==> config.mk <==
export PLATFORM = sky130hd
export DESIGN_NAME = extra_load_store_decode_agu_unit_flat
export DESIGN_NICKNAME = d
export VERILOG_FILES = /design/src/hw/rtl/elsdu_pkg.sv /design/src/hw/rtl/elsdu_in_if.sv /design/src/hw/rtl/elsdu_out_if.sv /design/src/hw/rtl/elsdu_decode.sv /design/src/hw/rtl/extra_load_store_decode_agu_unit.sv /design/src/flat_wrapper.sv
export VERILOG_INCLUDE_DIRS = /design/src /design/src/hw/rtl
export SDC_FILE = /design/constraint.sdc
export NUM_CORES = 1
export LEC_CHECK = 0
export BUFFER_PORTS_ARGS = -buffer_cell sky130_fd_sc_hd__buf_4
export CORE_UTILIZATION = 45
export DETAILED_ROUTE_END_ITERATION = 10
export PLACE_DENSITY = 0.67
export SETUP_SLACK_MARGIN = 0.02
export SYNTH_ARGS = -nofsm -noshare
export SYNTH_HDL_FRONTEND = slang
export SYNTH_SLANG_ARGS = --single-unit
==> constraint.sdc <==
create_clock -name clk -period 8.6 [get_ports clk]
set_input_delay 0.43 -clock clk [delete_from_list [all_inputs] [get_ports clk]]
set_output_delay 0.43 -clock clk [all_outputs]
set_load 0.05 [all_outputs]
==> src/hw/rtl/extra_load_store_decode_agu_unit_assert.svh <==
// ----------------------------------------------------------------------------
// Assertion macros for the extra load/store decode and address unit
// Shared property wrappers clocked on clk and disabled while rst_n is low.
// ----------------------------------------------------------------------------
`ifndef EXTRA_LOAD_STORE_DECODE_AGU_UNIT_ASSERT_SVH
`define EXTRA_LOAD_STORE_DECODE_AGU_UNIT_ASSERT_SVH

// The consequent must hold in the same cycle as the antecedent.
`define ELSDU_CHECK(label, ante, cons, msg) \
  label: assert property (@(posedge clk) disable iff (!rst_n) (ante) |-> (cons)) \
    else $error(msg);

// The consequent must hold in the cycle after the antecedent.
`define ELSDU_CHECK_NEXT(label, ante, cons, msg) \
  label: assert property (@(posedge clk) disable iff (!rst_n) (ante) |=> (cons)) \
    else $error(msg);

`endif

==> src/hw/rtl/elsdu_pkg.sv <==
// ----------------------------------------------------------------------------
// elsdu_pkg
// Types and constants shared by the extra load/store decode and address unit.
// ----------------------------------------------------------------------------
package elsdu_pkg;

  typedef enum logic [2:0] {
    KIND_ERR   = 3'd0,
    KIND_STRH  = 3'd1,
    KIND_LDRH  = 3'd2,
    KIND_LDRD  = 3'd3,
    KIND_LDRSB = 3'd4,
    KIND_STRD  = 3'd5,
    KIND_LDRSH = 3'd6
  } op_kind_t;

  // Values of the op2 field in bits 6:5.
  localparam logic [1:0] OP2_NONE = 2'b00;
  localparam logic [1:0] OP2_HALF = 2'b01;
  localparam logic [1:0] OP2_DBL_SB = 2'b10;
  localparam logic [1:0] OP2_DBL_SH = 2'b11;

  localparam logic [3:0] REG_PC = 4'hF;
  localparam logic [31:0] DWORD_STEP = 32'd4;

  // Configuration register indexes.
  localparam logic CFG_UNALIGNED_OK   = 1'b0;
  localparam logic CFG_ARCH_BEFORE_V6 = 1'b1;

  typedef struct packed {
    logic unaligned_ok;
    logic arch_before_v6;
  } cfg_t;

  typedef struct packed {
    op_kind_t    op_kind;
    logic        execute;
    logic [31:0] address;
    logic [31:0] second_address;
    logic [3:0]  dest_reg;
    logic [3:0]  dest2_reg;
    logic [3:0]  base_reg;
    logic        writeback;
    logic [31:0] writeback_value;
    logic        unpredictable;
    logic        align_fault;
    logic        literal_form;
  } result_t;

endpackage

==> src/hw/rtl/elsdu_in_if.sv <==
// ----------------------------------------------------------------------------
// elsdu_in_if
// Instruction channel: valid/ready handshake with the word and operands.
// ----------------------------------------------------------------------------
interface elsdu_in_if;
  logic        valid;
  logic        ready;
  logic [31:0] instr;
  logic        cond_passed;
  logic [31:0] base_value;
  logic [31:0] index_value;

  modport source (output valid, output instr, output cond_passed,
                  output base_value, output index_value, input ready);
  modport sink (input valid, input instr, input cond_passed,
                input base_value, input index_value, output ready);
endinterface

==> src/hw/rtl/elsdu_out_if.sv <==
// ----------------------------------------------------------------------------
// elsdu_out_if
// Result channel: valid/ready handshake with the decoded access.
// ----------------------------------------------------------------------------
interface elsdu_out_if;
  logic                 valid;
  logic                 ready;
  elsdu_pkg::op_kind_t  op_kind;
  logic                 execute;
  logic [31:0]          address;
  logic [31:0]          second_address;
  logic [3:0]           dest_reg;
  logic [3:0]           dest2_reg;
  logic [3:0]           base_reg;
  logic                 writeback;
  logic [31:0]          writeback_value;
  logic                 unpredictable;
  logic                 align_fault;
  logic                 literal_form;

  modport source (output valid, output op_kind, output execute, output address,
                  output second_address, output dest_reg, output dest2_reg,
                  output base_reg, output writeback, output writeback_value,
                  output unpredictable, output align_fault, output literal_form,
                  input ready);
  modport sink (input valid, input op_kind, input execute, input address,
                input second_address, input dest_reg, input dest2_reg,
                input base_reg, input writeback, input writeback_value,
                input unpredictable, input align_fault, input literal_form,
                output ready);
endinterface

==> src/hw/rtl/elsdu_decode.sv <==
// ----------------------------------------------------------------------------
// elsdu_decode
// Combinational decode, address generation and register checks for one word.
// ----------------------------------------------------------------------------
module elsdu_decode (
  input  logic [31:0]          instr,
  input  logic                 cond_passed,
  input  logic [31:0]          base_value,
  input  logic [31:0]          index_value,
  input  elsdu_pkg::cfg_t      cfg,
  output elsdu_pkg::result_t   result
);

  logic [1:0]          op2;
  logic                immf, load, pre, up, wbit;
  logic [3:0]          rn, rt, rm, rt2;
  logic                dec_err, dbl, half, literal, wback, unp, fault;
  elsdu_pkg::op_kind_t kind;
  logic [31:0]         offset, oaddr, addr;

  assign op2  = instr[6:5];
  assign immf = instr[22];
  assign load = instr[20];
  assign pre  = instr[24];
  assign up   = instr[23];
  assign wbit = instr[21];
  assign rn   = instr[19:16];
  assign rt   = instr[15:12];
  assign rm   = instr[3:0];

  assign dec_err = (op2 == elsdu_pkg::OP2_NONE) || (instr[27:25] != 3'b000) ||
                   !instr[7] || !instr[4] || (!immf && (instr[11:8] != 4'h0));

  always_comb begin
    unique case (op2)
      elsdu_pkg::OP2_HALF:   kind = load ? elsdu_pkg::KIND_LDRH  : elsdu_pkg::KIND_STRH;
      elsdu_pkg::OP2_DBL_SB: kind = load ? elsdu_pkg::KIND_LDRSB : elsdu_pkg::KIND_LDRD;
      elsdu_pkg::OP2_DBL_SH: kind = load ? elsdu_pkg::KIND_LDRSH : elsdu_pkg::KIND_STRD;
      default:               kind = elsdu_pkg::KIND_ERR;
    endcase
  end

  assign dbl  = (kind == elsdu_pkg::KIND_LDRD) || (kind == elsdu_pkg::KIND_STRD);
  assign half = (kind == elsdu_pkg::KIND_STRH) || (kind == elsdu_pkg::KIND_LDRH) ||
                (kind == elsdu_pkg::KIND_LDRSH);
  assign rt2  = dbl ? (rt + 4'd1) : 4'd0;

  // Every form that reads memory, with the PC as base and an immediate offset.
  assign literal = immf && (rn == elsdu_pkg::REG_PC) &&
                   (kind != elsdu_pkg::KIND_STRH) && (kind != elsdu_pkg::KIND_STRD);

  assign offset = immf ? {24'd0, instr[11:8], rm} : index_value;
  assign oaddr  = up ? (base_value + offset) : (base_value - offset);
  assign addr   = pre ? oaddr : base_value;
  assign wback  = !pre || wbit;

  always_comb begin
    unp   = 1'b0;
    fault = 1'b0;
    if (dbl) begin
      unp = rt[0] || (!pre && wbit) || (rt2 == elsdu_pkg::REG_PC) ||
            (wback && ((rn == rt) || (rn == rt2))) ||
            (wback && (rn == elsdu_pkg::REG_PC)) ||
            (!immf && (rm == elsdu_pkg::REG_PC)) ||
            (!immf && (kind == elsdu_pkg::KIND_LDRD) && ((rm == rt) || (rm == rt2)));
      fault = (addr[1:0] != 2'b00);
    end else begin
      unp = (rt == elsdu_pkg::REG_PC) || (wback && (rn == rt)) ||
            (wback && (rn == elsdu_pkg::REG_PC)) ||
            (!immf && (rm == elsdu_pkg::REG_PC));
      fault = half && !cfg.unaligned_ok && addr[0];
    end
    if (!immf && cfg.arch_before_v6 && wback && (rm == rn)) begin
      unp = 1'b1;
    end
  end

  always_comb begin
    result = '0;
    if (!dec_err) begin
      result.op_kind   = kind;
      result.dest_reg  = rt;
      result.dest2_reg = rt2;
      result.base_reg  = rn;
      if (literal) begin
        result.literal_form = 1'b1;
      end else begin
        result.execute         = cond_passed;
        result.address         = addr;
        result.second_address  = dbl ? (addr + elsdu_pkg::DWORD_STEP) : 32'd0;
        result.writeback       = cond_passed && wback;
        result.writeback_value = oaddr;
        result.unpredictable   = cond_passed && unp;
        result.align_fault     = cond_passed && fault;
      end
    end
  end

endmodule

==> src/hw/rtl/extra_load_store_decode_agu_unit.sv <==
// ----------------------------------------------------------------------------
// extra_load_store_decode_agu_unit
// Decode and address generation for the extra load/store instruction class.
// ----------------------------------------------------------------------------
// The unit takes one instruction word per cycle while in_ch.ready is high and
// returns its decoded access: the word and operands land in an input register,
// a single pass of decode logic and the 32-bit offset adder forms the result,
// and the result register drives the output channel. The offset adder and the
// address increment behind it set the cycle time. A stalled result does not
// stop a new word from being taken into the empty input stage. Configuration
// writes take effect on the next cycle.
module extra_load_store_decode_agu_unit (
  input  logic        clk,
  input  logic        rst_n,
  elsdu_in_if.sink    in_ch,
  elsdu_out_if.source out_ch,
  input  logic        cfg_we,
  input  logic        cfg_index,
  input  logic        cfg_wdata
);

  elsdu_pkg::cfg_t    cfg_r;
  logic               s1_valid_r, out_valid_r;
  logic [31:0]        instr_r, base_r, index_r;
  logic               cond_r;
  elsdu_pkg::result_t dec_result;
  elsdu_pkg::result_t result_r;
  logic               out_free, s1_free;

  assign out_free    = !out_valid_r || out_ch.ready;
  assign s1_free     = !s1_valid_r || out_free;
  assign in_ch.ready = s1_free;

  always_ff @(posedge clk) begin
    if (!rst_n) begin
      cfg_r.unaligned_ok   <= 1'b1;
      cfg_r.arch_before_v6 <= 1'b0;
    end else if (cfg_we) begin
      unique case (cfg_index)
        elsdu_pkg::CFG_UNALIGNED_OK:   cfg_r.unaligned_ok   <= cfg_wdata;
        elsdu_pkg::CFG_ARCH_BEFORE_V6: cfg_r.arch_before_v6 <= cfg_wdata;
        default: ;
      endcase
    end
  end

  always_ff @(posedge clk) begin
    if (!rst_n) begin
      s1_valid_r <= 1'b0;
    end else if (s1_free) begin
      s1_valid_r <= in_ch.valid;
    end
  end

  always_ff @(posedge clk) begin
    if (s1_free && in_ch.valid) begin
      instr_r <= in_ch.instr;
      cond_r  <= in_ch.cond_passed;
      base_r  <= in_ch.base_value;
      index_r <= in_ch.index_value;
    end
  end

  elsdu_decode u_decode (
    .instr       (instr_r),
    .cond_passed (cond_r),
    .base_value  (base_r),
    .index_value (index_r),
    .cfg         (cfg_r),
    .result      (dec_result)
  );

  always_ff @(posedge clk) begin
    if (!rst_n) begin
      out_valid_r <= 1'b0;
    end else if (out_free) begin
      out_valid_r <= s1_valid_r;
    end
  end

  always_ff @(posedge clk) begin
    if (out_free && s1_valid_r) begin
      result_r <= dec_result;
    end
  end

  assign out_ch.valid           = out_valid_r;
  assign out_ch.op_kind         = result_r.op_kind;
  assign out_ch.execute         = result_r.execute;
  assign out_ch.address         = result_r.address;
  assign out_ch.second_address  = result_r.second_address;
  assign out_ch.dest_reg        = result_r.dest_reg;
  assign out_ch.dest2_reg       = result_r.dest2_reg;
  assign out_ch.base_reg        = result_r.base_reg;
  assign out_ch.writeback       = result_r.writeback;
  assign out_ch.writeback_value = result_r.writeback_value;
  assign out_ch.unpredictable   = result_r.unpredictable;
  assign out_ch.align_fault     = result_r.align_fault;
  assign out_ch.literal_form    = result_r.literal_form;

`include "extra_load_store_decode_agu_unit_assert.svh"

  // A word in the input stage must not be dropped while the result is stalled.
  `ELSDU_CHECK_NEXT(a_s1_hold, s1_valid_r && out_valid_r && !out_ch.ready, s1_valid_r, "input stage lost a word while stalled")
  // Suppressed or literal accesses never write back, fault or flag registers.
  `ELSDU_CHECK(a_no_exec_side, out_valid_r && !result_r.execute, !result_r.writeback && !result_r.unpredictable && !result_r.align_fault, "side effect on a suppressed access")
  // Literal forms are never executed.
  `ELSDU_CHECK(a_literal_idle, out_valid_r && result_r.literal_form, !result_r.execute, "literal form marked for execution")
  // A decode error carries no register numbers.
  `ELSDU_CHECK(a_err_clear, out_valid_r && (result_r.op_kind == elsdu_pkg::KIND_ERR), (result_r.dest_reg == 4'd0) && (result_r.base_reg == 4'd0) && !result_r.execute, "decode error with live fields")

endmodule

==> src/flat_wrapper.sv <==
// flat-port wrapper written by rule: the top's interface ports become plain ports
module extra_load_store_decode_agu_unit_flat 
  (clk, rst_n, cfg_we, cfg_index, cfg_wdata, in_ch_valid, in_ch_instr, in_ch_cond_passed, in_ch_base_value, in_ch_index_value, in_ch_ready, out_ch_valid, out_ch_op_kind, out_ch_execute, out_ch_address, out_ch_second_address, out_ch_dest_reg, out_ch_dest2_reg, out_ch_base_reg, out_ch_writeback, out_ch_writeback_value, out_ch_unpredictable, out_ch_align_fault, out_ch_literal_form, out_ch_ready);
  elsdu_in_if in_ch_i ();
  elsdu_out_if out_ch_i ();
  input  logic clk;
  input  logic rst_n;
  input  logic cfg_we;
  input  logic cfg_index;
  input  logic cfg_wdata;
  input wire logic [$bits(in_ch_i.valid)-1:0] in_ch_valid;
  input wire logic [$bits(in_ch_i.instr)-1:0] in_ch_instr;
  input wire logic [$bits(in_ch_i.cond_passed)-1:0] in_ch_cond_passed;
  input wire logic [$bits(in_ch_i.base_value)-1:0] in_ch_base_value;
  input wire logic [$bits(in_ch_i.index_value)-1:0] in_ch_index_value;
  output wire logic [$bits(in_ch_i.ready)-1:0] in_ch_ready;
  output wire logic [$bits(out_ch_i.valid)-1:0] out_ch_valid;
  output wire logic [$bits(out_ch_i.op_kind)-1:0] out_ch_op_kind;
  output wire logic [$bits(out_ch_i.execute)-1:0] out_ch_execute;
  output wire logic [$bits(out_ch_i.address)-1:0] out_ch_address;
  output wire logic [$bits(out_ch_i.second_address)-1:0] out_ch_second_address;
  output wire logic [$bits(out_ch_i.dest_reg)-1:0] out_ch_dest_reg;
  output wire logic [$bits(out_ch_i.dest2_reg)-1:0] out_ch_dest2_reg;
  output wire logic [$bits(out_ch_i.base_reg)-1:0] out_ch_base_reg;
  output wire logic [$bits(out_ch_i.writeback)-1:0] out_ch_writeback;
  output wire logic [$bits(out_ch_i.writeback_value)-1:0] out_ch_writeback_value;
  output wire logic [$bits(out_ch_i.unpredictable)-1:0] out_ch_unpredictable;
  output wire logic [$bits(out_ch_i.align_fault)-1:0] out_ch_align_fault;
  output wire logic [$bits(out_ch_i.literal_form)-1:0] out_ch_literal_form;
  input wire logic [$bits(out_ch_i.ready)-1:0] out_ch_ready;
  assign in_ch_i.valid = in_ch_valid;
  assign in_ch_i.instr = in_ch_instr;
  assign in_ch_i.cond_passed = in_ch_cond_passed;
  assign in_ch_i.base_value = in_ch_base_value;
  assign in_ch_i.index_value = in_ch_index_value;
  assign in_ch_ready = in_ch_i.ready;
  assign out_ch_valid = out_ch_i.valid;
  assign out_ch_op_kind = out_ch_i.op_kind;
  assign out_ch_execute = out_ch_i.execute;
  assign out_ch_address = out_ch_i.address;
  assign out_ch_second_address = out_ch_i.second_address;
  assign out_ch_dest_reg = out_ch_i.dest_reg;
  assign out_ch_dest2_reg = out_ch_i.dest2_reg;
  assign out_ch_base_reg = out_ch_i.base_reg;
  assign out_ch_writeback = out_ch_i.writeback;
  assign out_ch_writeback_value = out_ch_i.writeback_value;
  assign out_ch_unpredictable = out_ch_i.unpredictable;
  assign out_ch_align_fault = out_ch_i.align_fault;
  assign out_ch_literal_form = out_ch_i.literal_form;
  assign out_ch_i.ready = out_ch_ready;
  extra_load_store_decode_agu_unit u_core (.clk(clk), .rst_n(rst_n), .in_ch(in_ch_i), .out_ch(out_ch_i), .cfg_we(cfg_we), .cfg_index(cfg_index), .cfg_wdata(cfg_wdata));
endmodule
== After elaboration in Yosys (flattened, before gate mapping) ==
Index checks and enable logic that the tools add are counted.

* Add/subtract/negate cells: 4
* Reduce and logical (&&, ||, !) cells: 57
* Bitwise operators: 2
* Muxes and demuxes: 12
* Equal/unequal tests: 19

{| class="wikitable"
|+ Operators with widths
! kind !! number
|-
| 32-bit 2-to-1 mux || 3
|-
| 32-bit by 3-bit adder with 32-bit output (second input constant) || 1
|-
| 32-bit adder || 1
|-
| 32-bit subtractor || 1
|-
| 1-bit logical AND || 21
|-
| 1-bit logical OR || 21
|-
| 4-bit equality test || 5
|-
| 4-bit equality test (second input constant) || 4
|-
| 3-bit case mux with 3 select lines || 1
|-
| 1-bit zero test || 7
|-
| 3-bit by 2-bit equality test with 1-bit output (second input constant) || 2
|-
| 3-bit equality test (second input constant) || 2
|-
| 4-bit by 1-bit adder with 4-bit output (second input constant) || 1
|-
| 2-bit equality test (second input constant) || 2
|-
| 1-bit 2-to-1 mux || 4
|-
| 2-bit 2-to-1 mux || 2
|-
| 4-bit 2-to-1 mux || 1
|-
| 2-bit AND reduction || 2
|-
| 4-bit nonzero test || 1
|-
| 3-bit by 1-bit equality test with 1-bit output (second input constant) || 1
|-
| 3-bit 2-to-1 mux || 1
|-
| 3-bit by 1-bit inequality test with 1-bit output (second input constant) || 1
|-
| 3-bit inequality test (second input constant) || 1
|-
| 3-bit nonzero test || 1
|-
| other kinds (6) || 7
|}

* Word-level logic and storage cells: 114
* Input bits: 104
* Register bits: 213

== Depth between registers and ports, before layout ==
Gate-level depths: netlist (run 1).

* Word-level depth: 15
* Mapped depth: 26

== By module ==
Synthesis (run 1) repeated with hierarchy kept, for this count alone.

* Cells, all modules: 1081
* Area total of the unflattened synthesis: 11972.7 sq um

{| class="wikitable"
|+ Modules (own cells, without submodules)
! module !! cells an instance !! seq. area each (sq um) !! area an instance (sq um) !! instances
|-
| extra_load_store_decode_agu_unit || 232 || 6476.2 || 6586.3 || 1
|-
| elsdu_decode || 849 || 0.0 || 5386.4 || 1
|}

== Worst setup path after synthesis (run 1) ==
Ideal clock, no wire load.

* Path type: reg2reg
* Start point: reg u_core.out_valid_r (netlist: u_core.out_ch.valid)
* End point: reg u_core.result_r (netlist bit u_core.out_ch.address[0]) (enable)
* Cell stages (with the launch flop): 3
* Buffers on the path: 0
* Setup slack: 2.144 ns
* Setup time: 0.606 ns
* Clock period less this slack: 6.456 ns
* Arrival time: 5.849 ns
* Data required time: 7.994 ns
* Cells stage by stage: dfxtp_1 -> nor2b_1 -> nor2b_1

* Cells in the longest elaborated chain, start to end: 3

{| class="wikitable"
|+ RTL lines
! what !! line !! RTL
|-
| from (decl) || extra_load_store_decode_agu_unit.sv:23 || <nowiki>logic s1_valid_r, out_valid_r;</nowiki>
|-
| from (signal assigned) || extra_load_store_decode_agu_unit.sv:77 || <nowiki>out_valid_r <= s1_valid_r;</nowiki>
|-
| 1-bit zero test || extra_load_store_decode_agu_unit.sv:30 || <nowiki>assign out_free = !out_valid_r || out_ch.ready;</nowiki>
|-
| 1-bit logical OR || extra_load_store_decode_agu_unit.sv:30 ||
|-
| 1-bit logical AND || extra_load_store_decode_agu_unit.sv:82 || <nowiki>if (out_free && s1_valid_r) begin</nowiki>
|-
| to (signal assigned) || extra_load_store_decode_agu_unit.sv:83 || <nowiki>result_r <= dec_result;</nowiki>
|-
| to (decl) || extra_load_store_decode_agu_unit.sv:27 || <nowiki>elsdu_pkg::result_t result_r;</nowiki>
|}

No other way between the ends.
A chain may end at the register's enable or synchronous reset.

== Final worst setup path (run 1) ==
* Start point: reg u_core.instr_r[22]
* End point: reg u_core.result_r (netlist bit u_core.out_ch.second_address[31]), data pin

* Cells in the longest elaborated chain, start to end: 5
* Elaborated cells between the ends (all ways): 13
* Classes of those cells: add/sub: 3; mux: 3; reduce/logical: 7

{| class="wikitable"
|+ RTL lines
! what !! line !! RTL
|-
| from (decl) || extra_load_store_decode_agu_unit.sv:24 || <nowiki>logic [31:0] instr_r, base_r, index_r;</nowiki>
|-
| from (signal assigned) || extra_load_store_decode_agu_unit.sv:57 || <nowiki>instr_r <= in_ch.instr;</nowiki>
|-
| 32-bit 2-to-1 mux || elsdu_decode.sv:52 || <nowiki>assign offset = immf ? {24'd0, instr[11:8], rm} : index_value;</nowiki>
|-
| 32-bit subtractor or 32-bit adder (tied branches) || elsdu_decode.sv:53 || <nowiki>assign oaddr = up ? (base_value + offset) : (base_value - offset);</nowiki>
|-
| 32-bit 2-to-1 mux || elsdu_decode.sv:53 ||
|-
| 32-bit 2-to-1 mux || elsdu_decode.sv:54 || <nowiki>assign addr = pre ? oaddr : base_value;</nowiki>
|-
| 32-bit by 3-bit adder with 32-bit output || elsdu_decode.sv:90 || <nowiki>result.second_address = dbl ? (addr + elsdu_pkg::DWORD_STEP) : 32'd0;</nowiki>
|}

Parallel ways exist; a longest one is shown, timed or not.

==> reports/qor.csv, run 1 <==
stage;metric;value;unit
outcome;outcome;completed;
placed_design;GPL Wtd Cong;0.874;
route;DR vias/cell;5.63;
critical_path;Worst path slowest cell;nor3_1;
grt;GRT Residual Overflow;0;
critical_path;Max FO, Critical Path;23;
sta;worst hold margin;78.2;ps
route;routed len/inst;17.9;um
floorplanning;I/O pin count;222;
layout;layout cells sized above 1;0.214;
cts;clock latency at the later pin of the worst-skew pair;520;ps
grt;initial antenna violation count;0;
critical_path;crit-path max cell delay;880;ps
critical_path;CP Launch Type;register;
grt;vias in the first global route;8424;
critical_path;worst r2r path cells;17;
route;wl on met1;14700;um
placed_design;DP Area;0.0137;mm^2
floorplanning;Std-Cell Core Area;0.0255;mm^2
sta;Max Fclk;150;MHz
grt;first-pass GRT wire length;45300;um
power;pwr dens;198;mW/mm^2
yosys;synth warn;0;
sta;period utilization;0.773;
critical_path;Most Frequent Cell on Critical Path;nor2_1;
floorplanning;Die Y-Extent;164;um
yosys;number of synthesized flops with an enable pin;209;
cts;CTS buffer count;23;
cts;Resized cells post-CTS;0;
critical_path;CP endpoint kind;register;
hold_path;hold depth;1;
sta;Setup-failing EPs final;0;
placed_design;Port Buffers;217;
yosys;Synth cell types;78;
power;Max rail drop VDD;0.170;mV
layout;Area Overhead vs Synth;22.5;%
sta;skew final;11.9;ps
floorplanning;# rows;58;
route;met2 wire len;12100;um
sta;Final Slew Violations;0;
cts;CTS clk-pin slew, worst paths;70;ps
grt;Total GRT Usage;0.217;
cts;clock sinks;213;
yosys;FF+latch count, synth;213;
layout;nets@finish;1435;
yosys;syn avg cell area;10.9;um^2
route;final WL;29300;um
critical_path;Worst path top cell family by delay;simple AND/OR/NAND/NOR gates;
route;wire length on met3;2020;um
grt;largest net degree at the start of global routing;71;
yosys;ys async rst share;0;
route;DR vias;9204;
layout;Non-Filler Instances;1634;
critical_path;critical-path cell list;mux2i_1 -> o21ai_1 -> or4_1 -> nor2_1 -> nor2_1 -> nor2_1 -> a211oi_1 -> ha_1 -> nand4_1 -> or4_4 -> nand3b_1 -> xor2_1 -> mux2i_1 -> nor3_1 -> nand4_4 -> nor4_1 -> nor3_1;
layout;final instance area;0.0145;mm^2
yosys;Post-synth top flop;edfxtp_1;
route;antenna viol nets, final;0;
yosys;area leader, netlist;edfxtp_1;
critical_path;crit path kind;reg2reg;
sta;setup TNS;0;ps
sta;worst slew margin relative to its limit;0.255;
route;DRC;0;
hold_path;Hold Crit Class;in2reg;
sta;RSZ-0062 raised after global routing;false;
cts;Root Buffer;clkbuf_16;
layout;antenna cell count;0;
cts;Hold Buf Count CTS;0;
yosys;synthesized cell area;0.0118;mm^2
route;Top Metal Used;met4;
run;MaxCap Viol Count;0;
cts;htree depth;1;
placed_design;Detailed Place HPWL;22400;um
floorplanning;Die X-Extent;164;um
route;initial detailed-routing violation count;722;
critical_path;number of cells on the critical path;17;
yosys;post-synthesis sequential area ratio;0.539;
sta;final hold violation count;0;
yosys;number of standard cells after synthesis;1087;
floorplanning;Starting Density;0.463;
placed_design;post-placement cell count;1594;
sta;worst slew pin tran;1110;ps
cts;postcts setup bufs;0;
yosys;Syn Nets;1233;
power;LEAKAGE;5.41;nW
floorplanning;Die ar.;0.0269;mm^2
critical_path;worst endpoint required time;8820;ps
cts;TritonCTS clock tree;done;
yosys;ranking of synthesized cells by area;edfxtp_1 (53%), nor2_1 (4.5%), ha_1 (4.3%);
critical_path;critical path arrival;6860;ps
sta;Final min period;6650;ps
cts;clk buf depth;3;
critical_path;Buf/Inv on CP;0;
route;Pre-Repair DR Iteration Count;5;
yosys;top cell type's share of synthesized area;0.532;
==> power by group <==
group          leakage, nW  internal, mW  switching (mW)
logic                 3.08         0.241           0.438
clock network        0.361         0.553           0.396
registers             1.96          1.20          0.0403
total                 5.41          1.99           0.874
==> stage by stage <==
stage / util / worst slack (ps) / power, mW
floorplan: - / 2140 / 1.74
global placement: 0.539 / 2170 / 1.92
detailed placement: 0.539 / 2020 / 1.93
CTS: 0.567 / 2000 / 2.89
global route: 0.567 / 1440 / 2.99
finish: 0.567 / 1950 / 2.87
==> layer usage <==
metal / track usage / vias up
met5: 0 / -
met4: 0.0467 / 0
met3: 0.0247 / 39
met2: 0.315 / 339
met1: 0.343 / 4325
li1: - / 4501
==> cells in the mapped netlist (5+ instances only) <==
library cell,instances
nor3b_1,8
and3_1,15
nand3_1,23
xor2_1,26
nor2b_1,28
nor3_1,50
buf_1,7
and2_1,24
inv_1,12
o211ai_1,7
nand2_1,67
or2_2,5
o21bai_1,5
a211oi_1,12
a21o_1,10
a31oi_1,20
a211o_1,8
xnor2_1,46
nand4_1,19
edfxtp_1,209
o21ai_0,41
nor2_1,142
or3_1,6
clkbuf_1,38
o21a_1,18
ha_1,41
a21oi_1,60
nor4_1,14
mux2i_1,18
nand2b_1,11
==> worst paths after layout <==
path                                startpoint                                        endpoint  slack [ps]
setup / recovery  u_core.instr_r[22]$_DFFE_PP_  u_core.out_ch.second_address[31]$_SDFFCE_PP0P_        1950
setup reg to reg  u_core.instr_r[22]$_DFFE_PP_  u_core.out_ch.second_address[31]$_SDFFCE_PP0P_        1950
hold reg to reg   u_core.cfg_r[1]$_SDFFE_PN1P_                    u_core.cfg_r[1]$_SDFFE_PN1P_         500
hold / removal            in_ch_base_value[30]                     u_core.base_r[30]$_DFFE_PP_          80
==> area by class of cell <==
cell class / instances / area (um^2)
repair buffers: 226 / 1700
multi-input cells: 812 / 5220
flip-flops and latches: 213 / 6360
well taps: 330 / 413
clock buffers: 26 / 587
fillers: 2199 / 11000
inverters: 13 / 48.8
clock inverters: 14 / 139
==> kinds of logic (layout without fill, tap and decap cells) <==
| kind of cell | count (synthesis) | after routing | synth area share |
|---|---|---|---|
| mux | 20 | 20 | 0.0172 |
| buf+inv | 62 | 279 | 0.0201 |
| simple gates | 432 | 432 | 0.184 |
| flops | 213 | 213 | 0.539 |
| compound gates | 246 | 246 | 0.142 |
| fa+ha+maj | 42 | 42 | 0.0452 |
| xor+xnor | 72 | 72 | 0.0534 |
==> placed cells by master (no fill, tap or decap), types with 5 or more instances in the layout <==
cell type  synthesis  final
or2_2              5      5
nor4_1            14     14
nor3b_1            8      8
a211oi_1          12     12
and2_1            24     23
o21ai_0           41     41
o21bai_1           5      5
buf_4              0    226
xor2_1            26     26
nand2_1           67     67
a21o_1            10     10
nor2_1           142    142
xnor2_1           46     46
or3_1              6      6
o21a_1            18     18
nand3_1           23     23
nor2b_1           28     27
inv_1             12     12
nor3_1            50     50
a21oi_1           60     60
clkbuf_16          0     23
edfxtp_1         209    209
o211ai_1           7      7
a31oi_1           20     20
clkinv_2           0      6
nand2b_1          11     11
a211o_1            8      8
and3_1            15     15
mux2i_1           18     18
nand4_1           19     19
ha_1              41     41
==> worst reg2reg max path, cell delays in order, from the launching register on <==
cell      delay [ps]
edfxtp_1         830
mux2i_1          370
o21ai_1          190
or4_1            680
nor2_1           260
nor2_1           120
nor2_1           380
a211oi_1         110
ha_1             480
nand4_1          160
or4_4            540
nand3b_1         170
xor2_1           190
mux2i_1          230
nor3_1           880
nand4_4          270
nor4_1           380
nor3_1           100
No activity file was read; power rests on OpenSTA's default activity.
==> inputs of run 2 (changes only) <==
Clock period 8.6 ns to 6.5 ns, I/O delays scaled along.
==> reports/qor.csv, run 2 (synthesis gave the netlist of run 1 again) <==
stage;metric;value;unit;change
critical_path;worst r2r path cells;19;;+2
route;initial detailed-routing violation count;720;;-0.28%
critical_path;Max FO, Critical Path;24;;+4.3%
cts;clk buf depth;3;;unchanged
layout;multi-input logic area;0.00522;mm^2;about the same
sta;Max Fclk;168;MHz;+12%
route;final WL;31100;um;+6.3%
critical_path;worst endpoint required time;6720;ps;-2100 ps
run;MaxCap Viol Count;0;;unchanged
placed_design;post-placement cell count;1601;;+0.44%
floorplanning;Starting Density;0.463;;unchanged
floorplanning;I/O pin count;222;;unchanged
route;DR vias/cell;5.52;;-2.0%
sta;setup TNS;0;ps;unchanged
cts;clock latency at the later pin of the worst-skew pair;510;ps;about the same
floorplanning;Die Y-Extent;164;um;unchanged
route;Pre-Repair DR Iteration Count;5;;unchanged
placed_design;Setup WS pre-CTS;456;ps;-1560 ps
route;DR vias;9575;;+4.0%
layout;layout cells sized above 1;0.205;;-0.00897
power;LEAKAGE;5.82;nW;+7.8%
layout;nets@finish;1535;;+7.0%
placed_design;Detailed Place HPWL;22700;um;+1.2%
sta;period utilization;0.915;;+0.142
sta;worst slew pin tran;1130;ps;+12.9 ps
critical_path;Critical R2R Launch;u_core.instr_r[22]$_DFFE_PP_;;
hold_path;WHS Endpoint;u_core.cfg_r[1]$_SDFFE_PN1P_;;
cts;TritonCTS clock tree;done;;
critical_path;crit path kind;reg2reg;;
route;DRC;0;;unchanged
floorplanning;# rows;58;;unchanged
grt;vias in the first global route;8906;;+5.7%
placed_design;Port Buffers;217;;unchanged
outcome;outcome;completed;;
route;antenna viol nets, final;0;;unchanged
sta;Setup-failing EPs final;0;;unchanged
layout;utilization after layout;0.606;;+0.0390
cts;clock sinks;213;;unchanged
grt;largest net degree at the start of global routing;80;;+13%
critical_path;reg2reg setup slack;550;ps;-1400 ps
floorplanning;Die ar.;0.0269;mm^2;unchanged
layout;register area;0.00636;mm^2;unchanged
critical_path;critical path arrival;6170;ps;-690 ps
sta;final hold violation count;0;;unchanged
floorplanning;Die X-Extent;164;um;unchanged
sta;final setup margin;555;ps;-1400 ps
critical_path;CP Launch Point;u_core.instr_r[22]$_DFFE_PP_;;
layout;fillers;2109;;-4.1%
critical_path;R2R Path End;u_core.out_ch.second_address[31]$_SDFFCE_PP0P_;;
power;Max rail drop VDD;0.205;mV;+21%
sta;worst hold margin;39.7;ps;-38.5 ps
grt;initial antenna violation count;0;;unchanged
placed_design;GPL Wtd Cong;0.888;;+1.6%
floorplanning;Std-Cell Core Area;0.0255;mm^2;unchanged
sta;skew final;11.1;ps;-0.805 ps
sta;Final min period;5950;ps;-700 ps
critical_path;CP endpoint kind;register;;
layout;Area Overhead vs Synth;30.9;%;
grt;Total GRT Usage;0.231;;+0.0148
layout;commonest non-fill, non-tap cells in the layout;buf_4 (233), edfxtp_1 (209), nor2_1 (142);;
power;pwr dens;250;mW/mm^2;+26%
route;routed len/inst;17.9;um;+0.15%
hold_path;Hold Crit Class;in2reg;;
layout;commonest non-fill, non-tap cell in the layout;buf_4;;
layout;antenna cell count;0;;unchanged
cts;CTS clk-pin slew, worst paths;60;ps;about the same
layout;Non-Filler Instances;1735;;+6.2%
grt;GRT Residual Overflow;0;;unchanged
cts;CTS buffer count;22;;-4.3%
hold_path;hold depth;3;;+2
hold_path;Hold Startpoint;cfg_wdata;;
critical_path;CP Launch Type;register;;
grt;first-pass GRT wire length;48300;um;+6.6%
sta;RSZ-0062 raised after global routing;false;;
sta;worst slew margin relative to its limit;0.246;;-0.00860
cts;Root Buffer;clkbuf_16;;
sta;Final Slew Violations;0;;unchanged
cts;htree depth;1;;unchanged
==> run 2: cell count changes in the layout (fill, tap and decap cells not counted), sizes merged <==
cell and delta:
buf +7, clkinvlp +2, clkbuf -2, dlygate4sd3 +94
==> run 2: how the worst max path moves through the flow <==
stage                                                      to  slack [ps]  cells past startpoint
6_report       u_core.out_ch.second_address[31]$_SDFFCE_PP0P_         550                     19
5_1_grt        u_core.out_ch.second_address[31]$_SDFFCE_PP0P_          50                     19
4_1_cts        u_core.out_ch.second_address[31]$_SDFFCE_PP0P_         450                     19
3_5_place_dp   u_core.out_ch.second_address[31]$_SDFFCE_PP0P_         460                     19
3_3_place_gp   u_core.out_ch.second_address[31]$_SDFFCE_PP0P_         600                     19
2_1_floorplan          u_core.out_ch.address[0]$_SDFFCE_PP0P_          40                      2
==> run 2: layout make-up <==
class,instances,area share
multi-input cells,812,0.338
flip-flops and latches,213,0.411
inverters,13,0.00316
clock inverters,16,0.00915
repair buffers,327,0.174
well taps,330,0.0267
clock buffers,24,0.0375
==> run 2: routing by layer <==
layer | wire length (um) | vias to the layer above | global-route usage
met1 | 15200 | 4509 | 0.360
li1 | - | 4691 | -
met3 | 2120 | 29 | 0.0295
met4 | 368 | 0 | 0.0429
met5 | 0 | - | 0
met2 | 13400 | 346 | 0.345
==> run 2: repair_timing <==
item | in CTS | in global routing
setup endpoints to repair | 0 | 7
buffers inserted | 0 | 0
resized for setup | 0 | 2
endpoints found under the hold margin | 94 | 0
hold buffers | 94 | 0
==> run 2: per-stage QoR <==
step | total power, mW | instance area (um^2)
after floorplan | 2.30 | 11800
after global placement | 2.56 | 13800
after detailed placement | 2.57 | 13800
after CTS | 3.87 | 15400
after global routing | 4.01 | 15400
final | 3.85 | 15400
==> run 2: critical path: stages, from the launching register on <==
cell	delay, ps
edfxtp_1	320
buf_4	250
mux2i_1	320
o21ai_1	190
or4_1	670
nor2_1	240
nor2_1	120
nor2_1	390
a211oi_1	90
ha_1	290
buf_4	160
nand4_1	140
or4_4	540
a211o_1	320
a31oi_1	340
nor2_1	180
o41ai_4	470
nand4_4	200
nor4_1	320
nor3_1	80
==> run 2: report_power, final <==
group / switching (mW) / leakage (nW) / internal (mW)
clock: 0.530 / 0.352 / 0.726
sequential: 0.0556 / 1.96 / 1.59
combinational: 0.596 / 3.51 / 0.359
==> inputs of run 3 (changes only) <==
Settings changed: GPL_TIMING_DRIVEN set to 0.
Clock period 6.5 ns to 6.1 ns, I/O delays scaled along.
==> reports/qor.csv, run 3 (synthesis gave the netlist of run 1 again) <==
stage;metric;value;unit;change
outcome;outcome;completed;;
layout;commonest non-fill, non-tap cells in the layout;buf_4 (222), edfxtp_1 (209), nor2_1 (141);;
sta;Max Fclk;175;MHz;+4.2%
route;initial detailed-routing violation count;718;;-0.28%
critical_path;CP endpoint kind;register;;
cts;clock sinks;213;;unchanged
layout;layout cells sized above 1;0.205;;+0.000288
critical_path;worst endpoint required time;6340;ps;-380 ps
sta;Final min period;5710;ps;-238 ps
route;Pre-Repair DR Iteration Count;5;;unchanged
sta;final hold violation count;0;;unchanged
critical_path;CP Launch Type;register;;
critical_path;critical path arrival;5950;ps;-220 ps
critical_path;CP Launch Point;u_core.instr_r[22]$_DFFE_PP_;;
critical_path;Setup crit end;u_core.out_ch.second_address[31]$_SDFFCE_PP0P_;;
grt;GRT Residual Overflow;0;;unchanged
sta;worst slew pin tran;1060;ps;-70.8 ps
layout;fillers;2085;;-1.1%
sta;skew final;7.45;ps;-3.68 ps
cts;htree depth;1;;unchanged
cts;CTS buffer count;22;;unchanged
cts;Root Buffer;clkbuf_16;;
floorplanning;Std-Cell Core Area;0.0255;mm^2;unchanged
critical_path;Critical R2R Launch;u_core.instr_r[22]$_DFFE_PP_;;
critical_path;reg2reg setup slack;390;ps;-160 ps
layout;nets@finish;1572;;+2.4%
grt;first-pass GRT wire length;50400;um;+4.3%
sta;RSZ-0062 raised after global routing;false;;
grt;initial antenna violation count;0;;unchanged
floorplanning;Die X-Extent;164;um;unchanged
route;antenna viol nets, final;0;;unchanged
route;final WL;32400;um;+4.1%
cts;clock latency at the later pin of the worst-skew pair;510;ps;about the same
sta;Final Slew Violations;0;;unchanged
hold_path;Hold Crit Class;in2reg;;
sta;worst hold margin;14.8;ps;-24.9 ps
run;MaxCap Viol Count;0;;unchanged
placed_design;Detailed Place HPWL;24500;um;+7.9%
route;DR vias;9699;;+1.3%
power;pwr dens;259;mW/mm^2;+3.7%
placed_design;GPL Wtd Cong;0.915;;+3.0%
grt;Total GRT Usage;0.244;;+0.0124
layout;commonest non-fill, non-tap cell in the layout;buf_4;;
power;Max rail drop VDD;0.204;mV;-0.59%
route;DRC;0;;unchanged
floorplanning;Starting Density;0.463;;unchanged
route;DR vias/cell;5.47;;-0.82%
cts;clk buf depth;3;;unchanged
sta;period utilization;0.936;;+0.0210
floorplanning;Die Y-Extent;164;um;unchanged
grt;largest net degree at the start of global routing;77;;-3.8%
critical_path;R2R Path End;u_core.out_ch.second_address[31]$_SDFFCE_PP0P_;;
floorplanning;# rows;58;;unchanged
cts;CTS clk-pin slew, worst paths;60;ps;about the same
sta;setup TNS;0;ps;unchanged
placed_design;Port Buffers;217;;unchanged
floorplanning;I/O pin count;222;;unchanged
floorplanning;Die ar.;0.0269;mm^2;unchanged
power;LEAKAGE;5.87;nW;+0.77%
layout;antenna cell count;0;;unchanged
critical_path;crit path kind;reg2reg;;
route;routed len/inst;18.3;um;+1.9%
critical_path;worst r2r path cells;23;;+4
grt;vias in the first global route;9305;;+4.5%
cts;TritonCTS clock tree;done;;
critical_path;Max FO, Critical Path;19;;-21%
sta;worst slew margin relative to its limit;0.289;;+0.0425
layout;Area Overhead vs Synth;33.1;%;
layout;multi-input logic area;0.00534;mm^2;+2.2%
layout;register area;0.00636;mm^2;unchanged
layout;utilization after layout;0.616;;+0.00982
sta;Setup-failing EPs final;0;;unchanged
run 3: changes by cell type in the layout (fill, tap and decap cells not counted), moves of 3 or more:
cell	change
clkbuf_1	+41
buf_4	-11
buf_1	+4
buf_12	+3
buf_2	+3
run 3: final cells by class:
class / instances / share of cell area
multi-input cells: 812 / 0.340
flip-flops and latches: 213 / 0.405
clock buffers: 29 / 0.0381
inverters: 13 / 0.00311
repair buffers: 318 / 0.171
clock inverters: 11 / 0.00462
plain buffers: 46 / 0.0124
well taps: 330 / 0.0263
run 3: critical path, cell delays in order (launching register included):
cell,delay [ps]
edfxtp_1,350
buf_4,180
buf_4,220
buf_8,210
mux2i_2,250
ha_1,190
o21ai_0,100
nand3b_1,180
nor2_1,200
o21a_1,210
nor2b_2,240
nor2_1,70
xnor2_1,180
ha_2,420
nand2_2,140
or3_1,440
a211o_1,290
and2_1,170
a21oi_1,210
nand4_1,230
a211oi_4,350
nand4_4,190
nor4_1,320
nor3_1,80
run 3: how the worst min path moves through the flow:
| stage | from | end | slack, ps | cells past startpoint |
|---|---|---|---|---|
| floorplan | rst_n | u_core.cfg_r[1]$_SDFFE_PN1P_ | 370 | 1 |
| global placement | in_ch_instr[25] | u_core.instr_r[25]$_DFFE_PP_ | 480 | 1 |
| detailed placement | in_ch_index_value[17] | u_core.index_r[17]$_DFFE_PP_ | 480 | 1 |
| CTS | cfg_wdata | u_core.cfg_r[1]$_SDFFE_PN1P_ | 3 | 3 |
| global route | cfg_wdata | u_core.cfg_r[1]$_SDFFE_PN1P_ | 30 | 3 |
| finish | cfg_wdata | u_core.cfg_r[1]$_SDFFE_PN1P_ | 10 | 3 |
run 3: metal layers:
layer  track usage  part of all wire
met1         0.351              0.47
met2         0.389              0.45
met3        0.0346             0.062
met4        0.0547             0.016
met5             0                 0
run 3: timing repair:
| item | in CTS | in global routing |
|---|---|---|
| endpoints found under the setup margin | 51 | 19 |
| hold endpoints to repair | 94 | 0 |
| resized for setup | 23 | 12 |
| pin swaps | 3 | 3 |
| gates cloned | 0 | 0 |
| hold buffers | 94 | 0 |
| buffers inserted | 3 | 0 |
run 3: per-stage QoR:
stage               setup slack, ps  cells  total power [mW]  area, um^2
finish                          393   1772              4.06       15700
global route                   37.3   1772              4.23       15700
CTS                             128   1775              4.06       15700
detailed placement            -1470   1638              2.74       13900
global placement              -1450   1634              2.73       13800
floorplan                       188   1087              2.45       11800
run 3: power breakdown:
part	total, mW	internal, mW	switching (mW)
combinational	1.06	0.396	0.660
clock	1.26	0.728	0.533
sequential	1.74	1.69	0.0533
